`config.mk`:
```
export PLATFORM = sky130hd
export DESIGN_NAME = tsh_hash
export DESIGN_NICKNAME = d
export VERILOG_FILES = /design/src/design/tsh_pkg.sv /design/src/design/tsh_hash.sv
export SDC_FILE = /design/constraint.sdc
export NUM_CORES = 1
export LEC_CHECK = 0
export BUFFER_PORTS_ARGS = -buffer_cell sky130_fd_sc_hd__buf_4
export CAP_MARGIN = 20
export CELL_PAD_IN_SITES_DETAIL_PLACEMENT = 0
export CELL_PAD_IN_SITES_GLOBAL_PLACEMENT = 1
export CORE_UTILIZATION = 38
export CTS_CLUSTER_SIZE = 10
export DETAILED_ROUTE_END_ITERATION = 7
export PLACE_DENSITY_LB_ADDON = 0.1
export SETUP_SLACK_MARGIN = 0.02
export SLEW_MARGIN = 20
export SYNTH_ARGS = -nofsm -noshare
export SYNTH_HDL_FRONTEND = slang
export SYNTH_SLANG_ARGS = --single-unit
```
`constraint.sdc`:
```
create_clock -name clk_i -period 0.8 [get_ports clk_i]
set_input_delay 0.12 -clock clk_i [delete_from_list [all_inputs] [get_ports clk_i]]
set_output_delay 0.12 -clock clk_i [all_outputs]
set_load 0.02 [all_outputs]
```
`src/design/tsh_pkg.sv`:
```
// ----------------------------------------------------------------------------
// tsh_pkg
// Shared types and constants of the tombstone hash map: slot entry layout,
// slot state codes, action and result codes, and the hash multiplier.
// ----------------------------------------------------------------------------
package tsh_pkg;

  localparam int unsigned TABLE_SLOTS_DEF = 32768;
  localparam int unsigned PROBE_LIMIT_DEF = 512;

  localparam logic [31:0] HASH_MULT = 32'd2654435761;
  localparam logic [31:0] SAT32     = 32'hFFFF_FFFF;

  localparam logic [1:0] ACT_INSERT = 2'd0;
  localparam logic [1:0] ACT_LOOKUP = 2'd1;
  localparam logic [1:0] ACT_REMOVE = 2'd2;
  localparam logic [1:0] ACT_UPLOAD = 2'd3;

  localparam logic [1:0] RES_OK   = 2'd0;
  localparam logic [1:0] RES_MISS = 2'd1;
  localparam logic [1:0] RES_FULL = 2'd2;
  localparam logic [1:0] RES_KEY0 = 2'd3;

  typedef enum logic [1:0] {
    ST_EMPTY = 2'd0,
    ST_LIVE  = 2'd1,
    ST_TOMB  = 2'd2
  } slot_state_e;

  typedef struct packed {
    slot_state_e status;
    logic [31:0] key;
    logic [31:0] handle;
    logic [31:0] uploads;
  } slot_entry_t;

endpackage

```
`src/design/tsh_hash.sv`:
```
// ----------------------------------------------------------------------------
// tsh_hash
// Home slot unit: multiplies the shifted key by the hash constant, then
// reduces the 32-bit product to a slot index, by masking for a power-of-two
// table and otherwise by a reciprocal multiplication, a multiply back and one
// compare and subtract.
// ----------------------------------------------------------------------------
module tsh_hash #(
  parameter int unsigned TABLE_SLOTS = tsh_pkg::TABLE_SLOTS_DEF,
  parameter int unsigned SLOT_W      = $clog2(TABLE_SLOTS)
) (
  input  logic              clk_i,
  input  logic              rst_ni,
  input  logic              start_i,
  input  logic [31:0]       key_i,
  output logic              done_o,
  output logic [SLOT_W-1:0] home_o
);
  import tsh_pkg::*;

  localparam bit          IS_POW2 = (TABLE_SLOTS & (TABLE_SLOTS - 1)) == 0;
  localparam logic [31:0] SLOTS_C = 32'(TABLE_SLOTS);
  localparam logic [31:0] RECIP   = 32'((64'd1 << 32) / 64'(TABLE_SLOTS));

  logic        busy_q;
  logic        done_q;
  logic [31:0] prod_d, prod_q;
  logic [63:0] recip_prod;
  logic [31:0] quot_q, back_q, rem_q, rem_fix;
  logic [1:0]  step_q;

  // The estimated quotient is at most one below the true one, so a single
  // compare and subtract completes the remainder.
  assign prod_d     = {4'd0, key_i[31:4]} * HASH_MULT;
  assign recip_prod = 64'(prod_q) * 64'(RECIP);
  assign rem_fix    = (rem_q >= SLOTS_C) ? (rem_q - SLOTS_C) : rem_q;

  always_ff @(posedge clk_i or negedge rst_ni) begin
    if (!rst_ni) begin
      busy_q <= 1'b0;
      done_q <= 1'b0;
    end else begin
      done_q <= 1'b0;
      if (start_i) begin
        busy_q <= 1'b1;
      end else if (busy_q) begin
        if (IS_POW2 || step_q == 2'd2) begin
          busy_q <= 1'b0;
          done_q <= 1'b1;
        end
      end
    end
  end

  always_ff @(posedge clk_i) begin
    if (start_i) begin
      prod_q <= prod_d;
      step_q <= 2'd0;
    end else if (busy_q && !IS_POW2) begin
      quot_q <= recip_prod[63:32];
      back_q <= quot_q * SLOTS_C;
      rem_q  <= prod_q - back_q;
      step_q <= step_q + 2'd1;
    end
  end

  assign done_o = done_q;
  assign home_o = IS_POW2 ? prod_q[SLOT_W-1:0] : rem_fix[SLOT_W-1:0];

endmodule

```
## Word level (Yosys, flattened, before mapping)

Cells that the tools add are included.

| storage, ports and cells | value |
|---|---|
| ROM bits | 0 |
| word-level logic and storage cells | 7 |
| output and inout bits | 16 |
| input port bits | 35 |
| RAM bits | 0 |
| bits in latches | 0 |
| flip-flop bits (word level) | 17 |
| memories | 0 |

| operators by class | value |
|---|---|
| bitwise logic cells | 0 |
| shift-type cells | 0 |
| $mul | 1 |
| $lt $le $gt $ge | 0 |
| reductions and logical operators | 0 |
| multiplexer cells | 3 |
| eq/ne operators | 0 |
| $add $sub $neg | 0 |
| div/mod/pow operators | 0 |

Operators with widths:

| cell | count |
|---|---|
| $mul A28 B32 Y15 const B | 1 |
| $mux W1 | 3 |

## Depth between registers and ports, before layout

Gate-level depths: netlist of the first run.

| logic depth | value |
|---|---|
| depth in word-level cells | 2 |
| depth in mapped cells | 18 |
| gate-level depth less buffers | 18 |

## Worst setup path after synthesis of the first run

OpenSTA, ideal clock, no wires.

| timing | value |
|---|---|
| path kind | input to register |
| start point | input key_i[4] |
| end point | register prod_q[14], data pin |
| setup time | 259 ps |
| buffers on the path | 0 |
| data arrival time | 3733 ps |
| setup slack | -3193 ps |
| required time | 541 ps |
| cell stages on the path | 15 |
| path through | inv_1 -> fa_1 -> inv_1 -> ha_1 -> inv_1 -> fa_1 -> fa_1 -> fa_1 -> inv_1 -> fa_1 -> ha_1 -> o21a_1 -> nor2_1 -> a21oi_1 -> xnor2_1 |

| on the way | value |
|---|---|
| cells in the longest elaborated chain, start to end | 1 |

RTL lines:

| what | line | source |
|---|---|---|
| start: declaration | tsh_hash.sv:15 | `input logic [31:0] key_i,` |
| $mul A28 B32 Y15 | tsh_hash.sv:34 | `assign prod_d = {4'd0, key_i[31:4]} * HASH_MULT;` |
| named net prod_d[14] | tsh_hash.sv:27 | `logic [31:0] prod_d, prod_q;` |
| end signal: assignment | tsh_hash.sv:57 | `prod_q <= prod_d;` |
| end: declaration | tsh_hash.sv:27 |  |

The timed path passes the listed nets, and every way through them passes these cells.
A chain may end at the register's enable or synchronous reset.

## Final worst setup path of the first run

| timing | value |
|---|---|
| start point | input key_i[5] |
| end point | register prod_q[14], data pin |

The elaborated chain is that of the path after synthesis.

==> metrics.csv, run 1 <==
metric,value,unit
post-route clock period utilization,4.69,
all-layer global routing usage,0.174,
met2 wire length,2.15,mm
die area,0.00553,mm2
MaxCap Viol Count,0,
first-pass GRT wire length,7.08,mm
CTS sink cnt,17,
#FFs+latches synth,17,
Netlist Area Pre-Place,0.00199,mm2
final hold vios,0,
fillers,381,
routability congestion estimate from global placement,0.834,
clock root cell,clkbuf_8,
Crit. End Element,register,
Setup Crit Path Kind,in -> reg,
Final Critical Period,3.75,ns
synth unique cells,16,
post-synthesis cell count,179,
DRT Pass-1 Iters,4,
layout cells sized above 1,0.464,
Initial Util,0.408,
TritonCTS clock tree,done,
Routed Antenna Nets,0,
Post-synth top cells,"inv_1, ha_1, fa_1, xnor2_1, edfxtp_1",
post-synthesis sequential area ratio,0.251,
total vias in the final route,1419,
Avg Inst Size Synth,11.1,um2
initial antenna violation count,0,
"EDFF count, synth",15,
Leak,0.00144,uW
Final #Nets,353,
die height,74.4,um
crit path DAT,3.76,ns
routed length on met3,76,um
largest net degree at the start of global routing,18,
Placement Cell Area,0.00274,mm2
CORE AREA,0.00488,mm2
Rows,25,
worst setup margin,-2.95,ns
VDD IR max,1830,uV
final wirelength,4.03,mm
Syn. warnings,0,
CTS H-tree lvls,1,
total CTS buffers,3,
post-placement cell count,306,
failing checks,negative setup slack,
chip width,74.4,um
ant diodes,0,
most common cell in the netlist,inv_1,
Longest Clk Path Bufs,2,
clk_lat worst skew,0.26,ns
DP HPWL,3.39,mm
Final Cell Area,0.00316,mm2
port buffer count,33,
syn nets,281,
Setup TNS,-22.56,ns
wire length per cell,12.7,um
RSZ-0062 raised after global routing,yes,
CP Max Fanout,2,
Highest Signal Layer,met4,
top cell type's share of synthesized area,0.295,
Synth area leaders,"ha_1, edfxtp_1, fa_1",
met1 WL,1.72,mm
DRC,0,
run status,"finished, violations left",
Pins Over Slew Limit,0,
# setup viols final,26,
"Top FF cell, synth",edfxtp_1,
Hold WC Path Type,in -> reg,
grt total ovfl,0,
Layout Area Growth over Synthesis,59.0,%
Max Freq,266,MHz
1st-iter DRT viols,34,
Clock Pin Slew Worst Setup and Hold Paths,0.08,ns
Finished Layout Cells,317,
worst slew pin tran,0.243,ns
Slew headroom,0.837,
io pins,51,
Vias/cell,4.48,
"area leader, netlist",ha_1,
Post-synth ARST share,0.118,
Max Clock Skew,0.0000543,ns
Pwr Density,3200,mW/mm2
Worst EP required,0.80,ns
CP Launch Type,input port,
number of global-route vias before repair,1609,
kinds of logic (layout without fill, tap and decap cells):
logic type / Yosys count / count (layout) / synth area share
adder cells (fa/ha/maj): 67 / 67 / 0.497
buffers and inverters: 53 / 124 / 0.0999
XOR/XNOR: 22 / 22 / 0.0968
flip-flops: 17 / 17 / 0.251
AND/OR/NAND/NOR: 11 / 11 / 0.0276
AO/OA/AOI/OAI: 9 / 9 / 0.0276
power by group:
| group | internal [uW] | switching, uW | total (uW) |
|---|---|---|---|
| clock network | 352 | 343 | 695 |
| logic | 4430 | 3380 | 7810 |
| registers | 1510 | 108 | 1620 |
layout make-up:
cell class,count,area (um2),share of cell area
multi-input combinational,109,1680,0.529
timing repair buffer,67,639,0.202
sequential,17,500,0.158
inverter,53,216,0.0684
tap,67,83.8,0.0265
clock buffer,3,41.3,0.0130
clock inverter,1,7.51,0.00237
registers in the layout, indices dropped and copies added, names as in the netlist:
signal  flops
prod_q     15
busy_q      1
done_o      1
critical path: stages:
cell	delay, ns
buf_8	0.09
inv_8	0.03
fa_1	0.54
inv_1	0.05
ha_1	0.26
inv_1	0.04
fa_1	0.49
fa_1	0.43
fa_1	0.49
inv_1	0.05
fa_1	0.48
ha_4	0.29
o21a_1	0.11
nor2_1	0.04
a21oi_1	0.14
xnor2_1	0.09
repair_timing:
action | 4_1_cts | 5_1_grt
endpoints found under the hold margin | 2 | 0
gates resized for setup | 48 | 10
hold buffers | 1 | 0
buffers inserted | 10 | 3
pin swaps | 29 | 6
setup endpoints to repair | 26 | 26
path summary, 6_finish.rpt:
kind	start	end	slack [ns]	depth (start not counted)
min in group asynchronous	rst_ni	done_o	0.17	2
hold reg to reg	busy_q	done_o	0.47	1
max in group asynchronous	rst_ni	busy_q	0.55	2
setup reg to reg	busy_q	done_o	0.21	1
setup / recovery	key_i[5]	prod_q[14]	-2.95	16
hold / removal	key_i[7]	prod_q[3]	0.06	1
through the flow:
stage	worst slack (ns)	util	hold slack (ns)	power, uW
detailed placement	-3.27	0.562	-0.0959	7680
finish	-2.95	0.648	0.0551	10100
global route	-3.12	0.648	0.0468	11000
global placement	-3.23	0.562	-0.0984	7520
CTS	-2.96	0.633	0.0455	9780
floorplan	-3.02	-	-0.176	5770
placed cells by master, fill, tap and decap left out:
cell type / count
and3_1: 1
ha_4: 25
xor2_4: 1
inv_4: 1
buf_4: 36
inv_2: 7
fa_1: 19
nand2_1: 1
ha_1: 22
xnor2_1: 16
nor2_1: 4
clkinvlp_4: 1
nor2b_4: 1
buf_8: 1
edfxtp_1: 15
fa_2: 1
a21oi_4: 1
clkbuf_8: 3
inv_8: 2
buf_6: 27
nor2b_2: 2
dlygate4sd3_1: 1
o21a_1: 2
nor2b_1: 1
xnor2_2: 2
o21ai_2: 2
a21oi_2: 1
buf_12: 2
a21o_1: 2
inv_1: 43
a21oi_1: 1
dfrtp_1: 2
nor3_1: 1
xor2_1: 3
routing by layer:
metal | GRT usage | up-vias
met5 | 0 | -
met4 | 0.0734 | 0
met3 | 0.0190 | 6
met2 | 0.329 | 23
met1 | 0.196 | 691
li1 | - | 699
No activity file was read; power rests on OpenSTA's default activity.
==> run 2: changes to the inputs <==
--- a/config.mk
+++ b/config.mk
@@ -13,6 +13,7 @@
 export CTS_CLUSTER_SIZE = 10
 export DETAILED_ROUTE_END_ITERATION = 7
 export PLACE_DENSITY_LB_ADDON = 0.1
+export RECOVER_POWER = 50
 export SETUP_SLACK_MARGIN = 0.02
 export SLEW_MARGIN = 20
 export SYNTH_ARGS = -nofsm -noshare
==> run 2 against run 1 <==
The flow still finishes with violations (negative setup slack). Power shrank 0.11%. Setup slack is essentially flat. Largest cell class unchanged. Hold slack gained 0.11 ns. Clock skew is the same. Non-clock buffer count is the same. Highest routed layer unchanged.
==> metrics.csv, run 2 (synthesis gave the netlist of run 1 again) <==
metric,value,unit,change
MaxCap Viol Count,0,,unchanged
Max Clock Skew,0.0000543,ns,unchanged
Sw Pwr,3830,uW,about the same
Reg power frac,0.160,,about the same
Placement Cell Area,0.00274,mm2,unchanged
clock group share of total power,0.069,,about the same
wire length per cell,12.7,um,about the same
Final Critical Period,3.75,ns,-0.0000200 ns
Leak,0.00143,uW,-0.88%
CP Max Fanout,2,,unchanged
CTS sink cnt,17,,unchanged
first-pass GRT wire length,7.08,mm,unchanged
Initial Util,0.408,,unchanged
Int Pwr,6280,uW,-0.15%
final wirelength,4.04,mm,about the same
worst-case reg-to-reg path depth,1,,unchanged
all-layer global routing usage,0.174,,unchanged
grt total ovfl,0,,unchanged
DRC,0,,unchanged
RSZ-0062 raised after global routing,yes,,
Clock Pin Slew Worst Setup and Hold Paths,0.08,ns,about the same
Layout Area Growth over Synthesis,58.1,%,
Worst R2R Start,busy_q,,
worst setup margin,-2.95,ns,+0.0000200 ns
Setup Crit Path Kind,in -> reg,,
switching part of the total,0.379,,about the same
VDD IR max,1830,uV,about the same
Final #Nets,353,,unchanged
Pins Over Slew Limit,0,,unchanged
max reg flops,15,,unchanged
Largest Register,prod_q,,
clk_lat worst skew,0.26,ns,about the same
clock root cell,clkbuf_8,,
post-placement cell count,306,,unchanged
Setup TNS,-22.56,ns,+0.00310 ns
Critical Path Source,key_i[5],,
largest net degree at the start of global routing,18,,unchanged
Rows,25,,unchanged
Final Cell Area,0.00315,mm2,-0.55%
Routed Antenna Nets,0,,unchanged
CORE AREA,0.00488,mm2,unchanged
Max Freq,266,MHz,about the same
Pwr Density,3210,mW/mm2,+0.45%
layout cells sized above 1,0.452,,-0.0120
Longest Clk Path Bufs,2,,unchanged
DP HPWL,3.39,mm,unchanged
Comb power frac,0.771,,about the same
Crit. End Element,register,,
TritonCTS clock tree,done,,
"commonest non-fill, non-tap cells in the layout","inv_1, buf_4, buf_6",,
total CTS buffers,3,,unchanged
total vias in the final route,1421,,+0.14%
die height,74.4,um,unchanged
1st-iter DRT viols,34,,unchanged
Finished Layout Cells,317,,unchanged
DRT Pass-1 Iters,4,,unchanged
Worst EP required,0.80,ns,about the same
io pins,51,,unchanged
"commonest non-fill, non-tap cell in the layout",inv_1,,
initial antenna violation count,0,,unchanged
worst slew pin tran,0.436,ns,+0.193 ns
run status,"finished, violations left",,
reg-to-reg setup timing slack,0.20,ns,about the same
Vias/cell,4.48,,+0.14%
post-route clock period utilization,4.69,,about the same
FF-to-FF End,done_o,,
CP Launch Type,input port,,
chip width,74.4,um,unchanged
routability congestion estimate from global placement,0.834,,unchanged
Hold WC Path Type,in -> async,,
port buffer count,33,,unchanged
final hold vios,0,,unchanged
crit path DAT,3.76,ns,about the same
# setup viols final,26,,unchanged
CTS H-tree lvls,1,,unchanged
die area,0.00553,mm2,unchanged
Slew headroom,0.709,,-0.128
failing checks,negative setup slack,,
ant diodes,0,,unchanged
crit path to,prod_q[14],,
number of global-route vias before repair,1609,,unchanged
run 2: power groups by stage:
stage	clock network (uW)	registers (uW)	logic, uW
final	693	1620	7800
after CTS	724	1610	7450
after global routing	751	1650	8630
after global placement	0	1580	5940
after detailed placement	0	1590	6100
after floorplan	0	1930	3850
run 2: worst min path at each step:
stage,end,slack [ns],depth (start not counted)
after floorplan,busy_q,-0.18,0
after CTS,prod_q[3],0.05,1
after detailed placement,done_o,-0.1,1
final,done_o,0.16,2
after global placement,done_o,-0.1,1
after global routing,prod_q[4],0.16,2
run 2: area by class of cell:
type | count | area (um2)
sequential | 17 | 500
multi-input combinational | 109 | 1680
clock inverter | 1 | 7.51
fill | 383 | 1730
clock buffer | 3 | 41.3
tap | 67 | 83.8
timing repair buffer | 67 | 622
inverter | 53 | 216
run 2: layer usage:
layer,track usage,part of all wire,up-vias
met5,0,0,-
met4,0.0734,0.021,0
met3,0.0190,0.019,6
met2,0.329,0.53,23
met1,0.196,0.43,693
li1,-,-,699
run 2: critical path, stage by stage:
cell and delay (ns):
buf_8 0.09, inv_8 0.03, fa_1 0.54, inv_1 0.05
ha_1 0.26, inv_1 0.04, fa_1 0.49, fa_1 0.43
fa_1 0.49, inv_1 0.05, fa_1 0.48, ha_4 0.29
o21a_1 0.11, nor2_1 0.04, a21oi_1 0.14, xnor2_1 0.09
run 2: what timing repair did:
| item | in CTS | in global routing |
|---|---|---|
| gates resized for setup | 48 | 10 |
| setup buffers | 10 | 3 |
| endpoints found under the setup margin | 26 | 26 |
| hold endpoints to repair | 2 | 0 |
| pin swaps | 29 | 6 |
| hold buffers | 1 | 0 |
run 2: stage by stage:
| stage | setup slack [ns] | power (uW) | hold WS [ns] | utilization |
|---|---|---|---|---|
| after floorplan | -3.02 | 5770 | -0.176 | - |
| after global placement | -3.23 | 7520 | -0.0984 | 0.562 |
| after detailed placement | -3.27 | 7680 | -0.0959 | 0.562 |
| after CTS | -2.96 | 9780 | 0.0455 | 0.633 |
| after global routing | -3.12 | 11000 | 0.157 | 0.645 |
| final | -2.95 | 10100 | 0.163 | 0.645 |
==> run 3: changes to the inputs <==
--- a/config.mk
+++ b/config.mk
@@ -12,6 +12,7 @@
 export CORE_UTILIZATION = 38
 export CTS_CLUSTER_SIZE = 10
 export DETAILED_ROUTE_END_ITERATION = 7
+export GPL_TIMING_DRIVEN = 0
 export PLACE_DENSITY_LB_ADDON = 0.1
 export RECOVER_POWER = 50
 export SETUP_SLACK_MARGIN = 0.02
==> run 3 against run 2 <==
The run still ends with negative setup slack left. Die area unchanged. Combinational power down 13%. Power down 9.7%. Design area down 8.5%. Non-clock buffer count down 21. Setup slack worse by 0.0077 ns. Hold slack worse by 0.11 ns. Critical endpoint unchanged.
==> metrics.csv, run 3 (synthesis gave the netlist of run 1 again) <==
metric,value,unit,change
critical path's slowest cell,fa_1,,
largest net degree at the start of global routing,18,,unchanged
Pins Over Slew Limit,0,,unchanged
total CTS buffers,3,,unchanged
CP most frequent cell,fa_1,,
"CP delay by family, top",adder cells,,
worst-path cell chain,"buf_12, inv_4, fa_1, inv_2, ha_4, inv_2, fa_1, fa_1, fa_1, inv_2, fa_2, ha_4, o21a_1, nor2_2, a21oi_2, xnor2_1",,
all-layer global routing usage,0.163,,-0.0113
reg-to-reg setup timing slack,0.19,ns,about the same
crit path DAT,3.77,ns,about the same
Worst EP required,0.81,ns,about the same
DP HPWL,3.16,mm,-6.6%
Max Clock Skew,0.000134,ns,+0.0000793 ns
1st-iter DRT viols,25,,-26%
CORE AREA,0.00488,mm2,unchanged
RSZ-0062 raised after global routing,yes,,
final hold vios,0,,unchanged
Layout Area Growth over Synthesis,44.6,%,
Routed Antenna Nets,0,,unchanged
CP Max Fanout,2,,unchanged
Initial Util,0.408,,unchanged
number of global-route vias before repair,1444,,-10%
Rows,25,,unchanged
die height,74.4,um,unchanged
Hold WC Path Type,in -> reg,,
dpl ws,-3.48,ns,-0.215 ns
Reg power frac,0.176,,+0.016
Comb power frac,0.746,,-0.025
total vias in the final route,1307,,-8.0%
clock root cell,clkbuf_8,,
port buffer count,33,,unchanged
grt total ovfl,0,,unchanged
DRC,0,,unchanged
wire length per cell,12.9,um,+1.6%
"commonest non-fill, non-tap cell in the layout",inv_1,,
CP max stage delay,0.57,ns,+0.03 ns
worst setup margin,-2.96,ns,-0.00773 ns
switching part of the total,0.392,,+0.0132
worst slew pin tran,0.474,ns,+0.0379 ns
Sw Pwr,3580,uW,-6.5%
Final Critical Period,3.76,ns,+0.00773 ns
max reg flops,15,,unchanged
Pwr Density,3170,mW/mm2,-1.3%
initial antenna violation count,0,,unchanged
Hold WS,0.0548,ns,-0.108 ns
post-layout util,0.590,,-0.0549
WP buf/inv,5,,unchanged
TritonCTS clock tree,done,,
Setup Crit Path Kind,in -> reg,,
ant diodes,0,,unchanged
clk_lat worst skew,0.26,ns,about the same
io pins,51,,unchanged
DRT Pass-1 Iters,4,,unchanged
CP Launch Type,input port,,
CTS sink cnt,17,,unchanged
die area,0.00553,mm2,unchanged
Slew headroom,0.684,,-0.0253
CTS H-tree lvls,1,,unchanged
VDD IR max,1410,uV,-23%
layout cells sized above 1,0.406,,-0.0459
clock group share of total power,0.077,,+0.008
MaxCap Viol Count,0,,unchanged
Clock Pin Slew Worst Setup and Hold Paths,0.09,ns,about the same
Crit. End Element,register,,
Max Freq,266,MHz,-0.21%
chip width,74.4,um,unchanged
Longest Clk Path Bufs,2,,unchanged
Leak,0.00131,uW,-8.3%
post-route clock period utilization,4.70,,+0.00966
Vias/cell,4.42,,-1.5%
final wirelength,3.83,mm,-5.2%
Int Pwr,5550,uW,-12%
routability congestion estimate from global placement,0.753,,-9.7%
Largest Register,prod_q,,
failing checks,negative setup slack,,
run status,"finished, violations left",,
Final #Nets,332,,-5.9%
"commonest non-fill, non-tap cells in the layout","inv_1, ha_1, buf_4",,
first-pass GRT wire length,6.59,mm,-6.9%
# setup viols final,26,,unchanged
## run 3: metal layers
| layer | part of all wire | GRT usage |
|---|---|---|
| met5 | 0 | 0 |
| met4 | 0.0091 | 0.0503 |
| met3 | 0.021 | 0.0122 |
| met1 | 0.42 | 0.187 |
| met2 | 0.55 | 0.316 |
## run 3: power by group through the flow
stage | Combinational [uW] | Clock, uW | Sequential, uW
after floorplan | 3850 | 0 | 1930
after global placement | 5270 | 0 | 1580
after detailed placement | 5490 | 0 | 1580
after CTS | 6230 | 726 | 1590
after global routing | 7740 | 767 | 1640
final | 6810 | 704 | 1610
## run 3: through the flow
step                std cells  TNS, ns  area (um2)  total power, uW
finish                    296   -23.45        2880             9130
global route              296   -24.93        2880            10100
CTS                       292   -23.39        2770             8550
detailed placement        279   -23.19        2530             7070
global placement          279   -23.05        2530             6860
floorplan                 179   -20.11        2190             5770
## run 3: worst paths after layout
path | cells after the start | to | startpoint
worst max-delay path | 16 | prod_q[14] | key_i[4]
worst min-delay path | 1 | prod_q[2] | key_i[6]
worst max register to register | 1 | done_o | busy_q
worst min register to register | 1 | done_o | busy_q
max in group asynchronous | 2 | busy_q | rst_ni
min in group asynchronous | 2 | done_o | rst_ni
## run 3: timing repair
action,4_1_cts,5_1_grt
endpoints found under the hold margin,2,0
hold buffers,1,0
setup buffers,8,4
cloned,0,0
setup endpoints to repair,26,26
gates resized for setup,27,22
pin swaps,14,5
## run 3: cell type report
cell class / count / area, um2
clock inverters: 1 / 7.51
repair buffers: 46 / 442
inverters: 53 / 219
fillers: 410 / 2000
flip-flops and latches: 17 / 500
clock buffers: 3 / 41.3
multi-input cells: 109 / 1590
well taps: 67 / 83.8
